==> src/rtl/core/bu2x_pkg.sv <==
// Shared constants, job type and tap helper for the 2x bilinear upsampler.
`timescale 1ns / 1ps
`default_nettype none

package bu2x_pkg;

  localparam int MAX_WIDTH   = 1024;
  localparam int MAX_HEIGHT  = 1024;
  localparam int SAMPLE_BITS = 16;
  localparam int COL_BITS    = $clog2(MAX_WIDTH);
  localparam int ROW_BITS    = $clog2(MAX_HEIGHT);
  localparam int SIZE_BITS   = 11;
  localparam int POS_BITS    = 11;
  localparam int TOP_BITS    = SAMPLE_BITS + 3;
  localparam int SUM_BITS    = SAMPLE_BITS + 6;

  localparam logic CFG_IN_WIDTH  = 1'b0;
  localparam logic CFG_IN_HEIGHT = 1'b1;

  // Everything one input sample needs to produce its output pixels.
  typedef struct packed {
    logic signed [SAMPLE_BITS-1:0] cur;
    logic signed [SAMPLE_BITS-1:0] above;
    logic signed [SAMPLE_BITS-1:0] above_left;
    logic signed [SAMPLE_BITS-1:0] left;
    logic [ROW_BITS-1:0]           row;
    logic [COL_BITS-1:0]           col;
    logic                          row_first;
    logic                          row_last;
    logic                          col_first;
    logic                          col_last;
    logic [POS_BITS-1:0]           row_end;
    logic [POS_BITS-1:0]           col_end;
  } job_t;

  typedef struct packed {
    logic [POS_BITS-1:0] idx;
    logic [2:0]          wp;
  } tap_t;

  // Output position k completed on one axis by input position p, with the
  // quarter weight of the previous input.
  function automatic tap_t axis_tap(input logic [1:0] k, input logic [COL_BITS-1:0] p,
                                    input logic first, input logic [POS_BITS-1:0] pend);
    tap_t t;
    logic [POS_BITS-1:0] twice;
    twice = {p, 1'b0};
    t.idx = pend;
    t.wp  = 3'd0;
    if (first) begin
      if (k == 2'd0) begin
        t.idx = '0;
        t.wp  = 3'd0;
      end
    end else begin
      if (k == 2'd0) begin
        t.idx = twice - POS_BITS'(1);
        t.wp  = 3'd3;
      end else if (k == 2'd1) begin
        t.idx = twice;
        t.wp  = 3'd1;
      end
    end
    return t;
  endfunction

endpackage

`default_nettype wire

==> src/rtl/core/bu2x_emit.sv <==
// Pixel emitter: walks the output taps of one job and drives the output register.
`timescale 1ns / 1ps
`default_nettype none

module bu2x_emit (
  input  wire                                   clk_i,
  input  wire                                   rst_ni,
  input  wire                                   job_valid_i,
  input  wire bu2x_pkg::job_t                   job_i,
  output logic                                  job_take_o,
  output logic                                  out_valid_o,
  input  wire                                   out_stall_i,
  output logic signed [bu2x_pkg::SAMPLE_BITS-1:0] pixel_o,
  output logic [bu2x_pkg::POS_BITS-1:0]         out_row_o,
  output logic [bu2x_pkg::POS_BITS-1:0]         out_col_o,
  output logic                                  last_o
);

  bu2x_pkg::job_t job_q;
  logic           job_v_q;
  logic [1:0]     i_q, i_d;
  logic [1:0]     j_q, j_d;
  logic           out_v_q;
  logic signed [bu2x_pkg::SAMPLE_BITS-1:0] pixel_q, pixel_d;
  logic [bu2x_pkg::POS_BITS-1:0] row_q, col_q;
  logic           last_q;

  logic [1:0]     nr, nc;
  bu2x_pkg::tap_t rt, ct;
  logic           adv, row_done, col_done, done;
  logic signed [3:0] wrp, wrc, wcp, wcc;
  logic signed [bu2x_pkg::TOP_BITS-1:0] top, bot;
  logic signed [bu2x_pkg::SUM_BITS-1:0] sum, sum_r;

  always_comb begin
    nr = 2'd1 + {1'b0, ~job_q.row_first} + {1'b0, job_q.row_last};
    nc = 2'd1 + {1'b0, ~job_q.col_first} + {1'b0, job_q.col_last};
    rt = bu2x_pkg::axis_tap(i_q, bu2x_pkg::COL_BITS'(job_q.row), job_q.row_first,
                            job_q.row_end);
    ct = bu2x_pkg::axis_tap(j_q, job_q.col, job_q.col_first, job_q.col_end);
    wrp = $signed({1'b0, rt.wp});
    wrc = $signed({1'b0, 3'd4 - rt.wp});
    wcp = $signed({1'b0, ct.wp});
    wcc = $signed({1'b0, 3'd4 - ct.wp});
    top = bu2x_pkg::TOP_BITS'(wcp) * bu2x_pkg::TOP_BITS'(job_q.above_left)
        + bu2x_pkg::TOP_BITS'(wcc) * bu2x_pkg::TOP_BITS'(job_q.above);
    bot = bu2x_pkg::TOP_BITS'(wcp) * bu2x_pkg::TOP_BITS'(job_q.left)
        + bu2x_pkg::TOP_BITS'(wcc) * bu2x_pkg::TOP_BITS'(job_q.cur);
    sum = bu2x_pkg::SUM_BITS'(wrp) * bu2x_pkg::SUM_BITS'(top)
        + bu2x_pkg::SUM_BITS'(wrc) * bu2x_pkg::SUM_BITS'(bot);
    sum_r   = sum + bu2x_pkg::SUM_BITS'(8);
    pixel_d = bu2x_pkg::SAMPLE_BITS'(sum_r >>> 4);

    row_done = (i_q == nr - 2'd1);
    col_done = (j_q == nc - 2'd1);
    adv      = job_v_q && (!out_v_q || !out_stall_i);
    done     = adv && row_done && col_done;
    job_take_o = !job_v_q || done;

    i_d = i_q;
    j_d = j_q;
    if (col_done) begin
      j_d = 2'd0;
      i_d = i_q + 2'd1;
    end else begin
      j_d = j_q + 2'd1;
    end
  end

  always_ff @(posedge clk_i or negedge rst_ni) begin
    if (!rst_ni) begin
      job_v_q <= 1'b0;
      i_q     <= 2'd0;
      j_q     <= 2'd0;
      out_v_q <= 1'b0;
    end else begin
      if (job_take_o && job_valid_i) begin
        job_v_q <= 1'b1;
        i_q     <= 2'd0;
        j_q     <= 2'd0;
      end else if (done) begin
        job_v_q <= 1'b0;
      end else if (adv) begin
        i_q <= i_d;
        j_q <= j_d;
      end
      if (adv) begin
        out_v_q <= 1'b1;
      end else if (!out_stall_i) begin
        out_v_q <= 1'b0;
      end
    end
  end

  always_ff @(posedge clk_i) begin
    if (job_take_o && job_valid_i) begin
      job_q <= job_i;
    end
    if (adv) begin
      pixel_q <= pixel_d;
      row_q   <= rt.idx;
      col_q   <= ct.idx;
      last_q  <= row_done && col_done;
    end
  end

  assign out_valid_o = out_v_q;
  assign pixel_o     = pixel_q;
  assign out_row_o   = row_q;
  assign out_col_o   = col_q;
  assign last_o      = last_q;

endmodule

`default_nettype wire

==> config.mk <==
export PLATFORM = sky130hd
export DESIGN_NAME = bu2x_emit
export DESIGN_NICKNAME = d
export VERILOG_FILES = /design/src/rtl/core/bu2x_pkg.sv /design/src/rtl/core/bu2x_emit.sv
export SDC_FILE = /design/constraint.sdc
export NUM_CORES = 1
export LEC_CHECK = 0
export BUFFER_PORTS_ARGS = -buffer_cell sky130_fd_sc_hd__buf_2
export CAP_MARGIN = 40
export CORE_UTILIZATION = 40
export CTS_CLUSTER_SIZE = 10
export DETAILED_ROUTE_END_ITERATION = 16
export GPL_TIMING_DRIVEN = 0
export PLACE_DENSITY = 0.65
export SETUP_SLACK_MARGIN = 0.15
export SKIP_LAST_GASP = 1
export SYNTH_ARGS = -nofsm -noshare
export SYNTH_HDL_FRONTEND = slang
export SYNTH_SLANG_ARGS = --single-unit
==> constraint.sdc <==
create_clock -name clk_i -period 12.6 [get_ports clk_i]
set_input_delay 2.52 -clock clk_i [delete_from_list [all_inputs] [get_ports clk_i]]
set_output_delay 2.52 -clock clk_i [all_outputs]
set_load 0.02 [all_outputs]
# --- Word-level counts from Yosys, hierarchy flattened ---
# Cells that the tools add are included.
word_totals:
  reg_bits: 155
  in_bits: 114
  out_inout_bits: 41
classes:
  n_addsub: 16
  n_mul: 6
  eq_ne: 6
  n_mux: 20
  bitwise_logic: 2
  n_reduce_logical: 17
op_table:
  columns: ["operator", "count"]
  rows:
  - ["$mux W14", 8]
  - ["$mul A4 B16 Y19", 4]
  - ["$mul A4 B19 Y20", 2]
  - ["$add A19 B19 Y19", 2]
  - ["$sub A11 B1 Y11 const B", 2]
  - ["$add A20 B20 Y20", 1]
  - ["$add A20 B5 Y20 const B", 1]
  - ["$mux W2", 8]
  - ["$reduce_bool A2 Y1", 3]
  - ["$sub A3 B3 Y3 const A", 2]
  - ["$logic_and A1 B1 Y1", 5]
  - ["$add A1 B1 Y2 const A", 2]
  - ["$add A2 B1 Y2", 2]
  - ["$add A2 B1 Y2 const B", 2]
  - ["$eq A2 B1 Y1 const B", 2]
  - ["$eq A2 B2 Y1", 2]
  - ["$logic_not A2 Y1", 2]
  - ["$mux W1", 4]
  - ["$ne A2 B1 Y1 const B", 2]
  - ["$sub A2 B1 Y2 const B", 2]
  - ["$logic_not A1 Y1", 3]
  - ["$reduce_and A3 Y1", 1]
  - ["$logic_or A1 B1 Y1", 2]
  - ["$not A1 Y1", 2]
  - ["$reduce_and A2 Y1", 1]

# --- Logic depth before layout (Yosys ltp) ---
depth:
  depth_word: 11
  ltp_mapped: 42

# --- Worst setup path after synthesis ---
# No wires, ideal clock.
synth_path:
  path_kind: "reg-to-reg"
  startpoint: "register j_q[0]"
  endpoint: "register pixel_q (netlist bit pixel_o[15]), data pin"
  setup_ps: 268
  t_arrival_ps: 9209
  t_required_ps: 12332
  slack_ps: 3123
  stages_incl_launch_ff: 43
  n_path_buf: 3
  synth_period_minus_slack_ps: 9477
  path_cell_list: "dfrtp_1 inv_1 ha_1 clkbuf_1 nor2_1 nor2_4 clkbuf_1 inv_1 ha_1 clkbuf_1 and2_1 ha_1 inv_1 fa_1 inv_1 fa_1 inv_1 fa_1 (+7 left out) a21oi_1 xnor2_1 and2_1 ha_1 fa_1 fa_1 inv_1 fa_1 inv_1 ha_1 and2_1 a221oi_1 inv_1 a31o_2 o21a_2 o211ai_2 xnor2_1 xnor3_1"
synth_via:
  elab_chain_cells: 10
  word_cells_on_any_way: 16
  classes_between: "add/sub (5); mul (6); eq/ne (1); mux (3); reduce/logical (1)"
synth_rtl:
  columns: ["item", "line", "source"]
  rows:
  - ["from (decl)", "bu2x_emit.sv:22", "logic [1:0] j_q, j_d;"]
  - ["from (signal assigned)", "bu2x_emit.sv:85", "j_q <= j_d;"]
  - ["$eq A2 B1 Y1", "bu2x_pkg.sv:59", "end else if (k == 2'd1) begin"]
  - ["$mux W14", "bu2x_pkg.sv:59", null]
  - ["$mux W14 (*)", "bu2x_pkg.sv:56", "if (k == 2'd0) begin"]
  - ["$mux W14 (*)", "bu2x_pkg.sv:50", "if (first) begin"]
  - ["$sub A3 B3 Y3", "bu2x_emit.sv:44", "wcc = $signed({1'b0, 3'd4 - ct.wp});"]
  - ["$mul A4 B16 Y19 (on tied branches)", "bu2x_emit.sv:46, bu2x_emit.sv:48", null]
  - ["$add A19 B19 Y19 (on tied branches)", "bu2x_emit.sv:46, bu2x_emit.sv:48", null]
  - ["$mul A4 B19 Y20 (on tied branches)", "bu2x_emit.sv:49, bu2x_emit.sv:50", null]
  - ["$add A20 B20 Y20 (*)", "bu2x_emit.sv:50", "+ bu2x_pkg::SUM_BITS'(wrc) * bu2x_pkg::SUM_BITS'(bot);"]
  - ["$add A20 B5 Y20 (*)", "bu2x_emit.sv:51", "sum_r = sum + bu2x_pkg::SUM_BITS'(8);"]
  - ["via sum_r, one bit", "bu2x_emit.sv:33", "logic signed [bu2x_pkg::SUM_BITS-1:0] sum, sum_r;"]
  - ["to (signal assigned)", "bu2x_emit.sv:100", "pixel_q <= pixel_d;"]
  - ["to (decl)", "bu2x_emit.sv:24", "logic signed [bu2x_pkg::SAMPLE_BITS-1:0] pixel_q, pixel_d;"]
# The timed path passes the listed nets; every way through them passes the cells marked *.
# A chain may end at the register's enable or synchronous reset.

# --- Worst setup path in the final report ---
# Ends and elaborated chain as after synthesis.

==> impl_metrics.xml <==
<?xml version="1.0" encoding="UTF-8"?>
<metrics>
  <group name="cts">
    <metric name="clock_tree_from_tritoncts" unit="">done</metric>
    <metric name="insertion_delay" unit="ps">460</metric>
    <metric name="cts_hold_repair.buffers" unit="">0</metric>
    <metric name="buffer_count_from_post_cts_setup_fixing" unit="">0</metric>
    <metric name="clk_pin_slew" unit="ps">80</metric>
    <metric name="cts-buffers-inserted" unit="">17</metric>
    <metric name="clock_tree.htree_level_count" unit="">4</metric>
    <metric name="clkSinkCount" unit="">155</metric>
    <metric name="ctsRootBufferMaster" unit="">sky130_fd_sc_hd__clkbuf_16</metric>
    <metric name="cts_buffer_depth" unit="">2</metric>
    <metric name="cts_resized" unit="">0</metric>
  </group>
  <group name="yosys">
    <metric name="asyncSetResetFlopFracSynth" unit="">0.0387</metric>
    <metric name="synth.yosys.seq_area_share" unit="">0.308</metric>
    <metric name="synth_edf_count" unit="">149</metric>
    <metric name="postSynthNetCount" unit="">1893</metric>
    <metric name="post_synth_instance_area" unit="sq mm">0.0150</metric>
    <metric name="syn_avg_cell_area" unit="sq um">10.4</metric>
    <metric name="netlist_instances" unit="">1446</metric>
    <metric name="postSynth.topFlopCell" unit="">sky130_fd_sc_hd__edfxtp_1</metric>
    <metric name="yosysUniqueCellTypes" unit="">67</metric>
    <metric name="ys_warn_count" unit="">0</metric>
    <metric name="flip_flop_and_latch_count_after_synthesis" unit="">155</metric>
  </group>
  <group name="worst_setup_path">
    <metric name="max_stage_delay" unit="ps">550</metric>
    <metric name="cp_slowest_cell" unit="">sky130_fd_sc_hd__fa_1</metric>
    <metric name="critical-path-top-cell-by-count" unit="">sky130_fd_sc_hd__inv_1</metric>
    <metric name="worstSetupStartpointType" unit="">flip-flop</metric>
    <metric name="crit_path_max_fo" unit="">10</metric>
    <metric name="worst_ep_required_time" unit="ps">12790</metric>
    <metric name="critical_path_arrival" unit="ps">11680</metric>
    <metric name="cp-end-kind" unit="">flip-flop</metric>
    <metric name="r2r.worst_path.cells" unit="">41</metric>
    <metric name="setup.worst_path.class" unit="">reg -&gt; reg</metric>
  </group>
  <group name="placement">
    <metric name="dpl_wire_length" unit="um">26000</metric>
    <metric name="port_buffers" unit="">154</metric>
    <metric name="pre_cts_slack" unit="ps">968</metric>
    <metric name="place_congestion" unit="">0.858</metric>
  </group>
  <group name="timing">
    <metric name="min_period" unit="ps">11490</metric>
    <metric name="worst_slack" unit="ps">1110</metric>
    <metric name="fin_setup_tns" unit="ps">0</metric>
    <metric name="post-route-period-util" unit="">0.912</metric>
    <metric name="setup-violations-final" unit="">0</metric>
    <metric name="timing_hold_violations_final" unit="">0</metric>
    <metric name="worst_clock_skew" unit="ps">13.5</metric>
    <metric name="pins_over_slew_limit" unit="">0</metric>
    <metric name="grt_setup_unrepaired" unit="">false</metric>
    <metric name="worst_slew_margin_rel" unit="">0.456</metric>
    <metric name="tightest_slew" unit="ps">817</metric>
    <metric name="timing.fmax" unit="GHz">0.0870</metric>
  </group>
  <group name="floorplan">
    <metric name="die_height" unit="um">196</metric>
    <metric name="start_util" unit="">0.408</metric>
    <metric name="design.portCount" unit="">155</metric>
    <metric name="dieWidth" unit="um">196</metric>
    <metric name="placement_rows" unit="">70</metric>
    <metric name="core_area" unit="sq mm">0.0368</metric>
    <metric name="fp.dieArea" unit="sq mm">0.0383</metric>
  </group>
  <group name="detailed_routing">
    <metric name="ant_nets" unit="">0</metric>
    <metric name="drt_pre_antenna_iters" unit="">5</metric>
    <metric name="detailedRoute.firstIterationViolations" unit="">354</metric>
    <metric name="routedWlPerCell" unit="um">15.0</metric>
    <metric name="wl_met1" unit="um">13800</metric>
    <metric name="drc_errors_left" unit="">0</metric>
    <metric name="top_layer" unit="">met5</metric>
    <metric name="routed_wirelength" unit="um">31600</metric>
    <metric name="detailroute.via_count" unit="">10100</metric>
    <metric name="route.met3.wl" unit="um">2040</metric>
    <metric name="vias_per_cell" unit="">4.80</metric>
    <metric name="met2RoutedLength" unit="um">15100</metric>
  </group>
  <group name="global_route">
    <metric name="grt_total_ovfl" unit="">0</metric>
    <metric name="groute.usage.overall" unit="">0.176</metric>
    <metric name="first_global_vias" unit="">10800</metric>
    <metric name="grt_start_max_net_pins" unit="">67</metric>
    <metric name="grt_pass1_wl" unit="um">52900</metric>
    <metric name="number_of_antenna_violations_at_the_first_check_in_global_routing" unit="">4</metric>
  </group>
  <group name="final_layout">
    <metric name="area_growth" unit="%">13.5</metric>
    <metric name="share_of_post_route_cells_with_drive_strength_above_1" unit="">0.127</metric>
    <metric name="multi_input_area" unit="sq mm">0.00920</metric>
    <metric name="num-fill-cells" unit="">3441</metric>
    <metric name="finish.net_count" unit="">2068</metric>
    <metric name="final_common_cell" unit="">sky130_fd_sc_hd__inv_1</metric>
    <metric name="layout.cells.most_common_list" unit="">sky130_fd_sc_hd__inv_1 (284), sky130_fd_sc_hd__and2_1 (200), sky130_fd_sc_hd__ha_1 (187), sky130_fd_sc_hd__buf_2 (154), sky130_fd_sc_hd__edfxtp_1 (149)</metric>
    <metric name="ff_latch_area" unit="sq mm">0.00462</metric>
  </group>
  <group name="run_status">
    <metric name="run_status" unit="">complete, no violations</metric>
  </group>
  <group name="job">
    <metric name="number_of_max_cap_violations" unit="">0</metric>
  </group>
  <group name="min_path">
    <metric name="worst_hold_path.num_cells" unit="">1</metric>
    <metric name="holdCritPathClass" unit="">reg -&gt; reg</metric>
  </group>
</metrics>
## metal layers
layer	track usage	vias up
met5	0	-
met4	0.0567	4
met3	0.0478	46
met2	0.300	215
met1	0.214	4833
li1	-	5005
## cell families after synthesis
group	after synthesis	share of synthesized area
muxes	6	0.00400
adders and majority gates	333	0.350
AOI/OAI and AO/OA	135	0.0600
DFF	155	0.308
buffers and inverters	319	0.0802
xor gates and xnor gates	74	0.0440
and+or+nand+nor	424	0.154
## synth_stat cells (3+ instances only)
cell,count,area share
sky130_fd_sc_hd__inv_1,284,0.071
sky130_fd_sc_hd__nor3_1,17,0.0057
sky130_fd_sc_hd__a311oi_1,3,0.0017
sky130_fd_sc_hd__xor2_1,23,0.013
sky130_fd_sc_hd__and3_1,6,0.0025
sky130_fd_sc_hd__a21o_1,7,0.0035
sky130_fd_sc_hd__ha_1,187,0.16
sky130_fd_sc_hd__nand2_1,64,0.016
sky130_fd_sc_hd__xnor2_1,50,0.029
sky130_fd_sc_hd__o21ai_1,15,0.0050
sky130_fd_sc_hd__dfrtp_1,6,0.010
sky130_fd_sc_hd__a22o_1,3,0.0017
sky130_fd_sc_hd__mux2i_1,6,0.0040
sky130_fd_sc_hd__a31oi_1,4,0.0017
sky130_fd_sc_hd__nor4b_1,4,0.0023
sky130_fd_sc_hd__clkbuf_1,33,0.0082
sky130_fd_sc_hd__or3_1,6,0.0025
sky130_fd_sc_hd__nand2b_1,10,0.0042
sky130_fd_sc_hd__nor4_1,4,0.0017
sky130_fd_sc_hd__a21oi_1,39,0.013
sky130_fd_sc_hd__and2_1,200,0.083
sky130_fd_sc_hd__nor2_1,76,0.019
sky130_fd_sc_hd__nand3_1,9,0.0030
sky130_fd_sc_hd__o21a_1,11,0.0055
sky130_fd_sc_hd__a22oi_1,10,0.0050
sky130_fd_sc_hd__fa_1,146,0.19
sky130_fd_sc_hd__nor2b_1,12,0.0050
sky130_fd_sc_hd__edfxtp_1,149,0.30
sky130_fd_sc_hd__o21ai_0,13,0.0043
sky130_fd_sc_hd__a211oi_1,3,0.0015
## flip-flops by register name, summed over array words and instances (netlist names)
register and count:
out_row_o 11, job_v_q 1, out_valid_o 1, j_q 2, pixel_o 16, i_q 2
job_q 110, out_col_o 11, last_o 1
## stage by stage
step / instances / area [sq um] / hold WS [ps] / utilization
after detailed placement: 2070 / 16400 / 471 / 0.447
final: 2104 / 17100 / 466 / 0.464
after floorplan: 1446 / 15000 / 442 / -
after global placement: 2068 / 16400 / 449 / 0.445
after CTS: 2102 / 17000 / 473 / 0.463
after global routing: 2103 / 17000 / 490 / 0.463
## critical path: cells and delay by family, from the launching register on
kind	cells	cell delay (ps)
AO/OA/AOI/OAI	7	1430
XOR/XNOR	3	910
adder cells (fa/ha/maj)	12	4660
buffers and inverters	12	1860
flip-flops	1	430
AND/OR/NAND/NOR	7	1900
## final cells by class
cell class,instances,area share
clock inverters,14,0.0101
well taps,468,0.0343
inverters,285,0.0627
clock buffers,18,0.0258
multi-input cells,972,0.539
plain buffers,34,0.00822
flip-flops and latches,155,0.271
repair buffers,156,0.0480
diodes,2,0.000294
## worst paths after layout
check | endpoint | slack (ps) | start
max | pixel_o[15] | 1110 | j_q[0]
min | out_valid_o | 470 | job_v_q
max reg2reg | pixel_o[15] | 1110 | j_q[0]
min reg2reg | out_valid_o | 470 | job_v_q
max in group asynchronous | i_q[1] | 10570 | rst_ni
min in group asynchronous | out_valid_o | 1880 | rst_ni
Power is left out: the tool's default activity adds up to more than one toggle a clock period on the data nets, which glitch-free logic cannot reach.
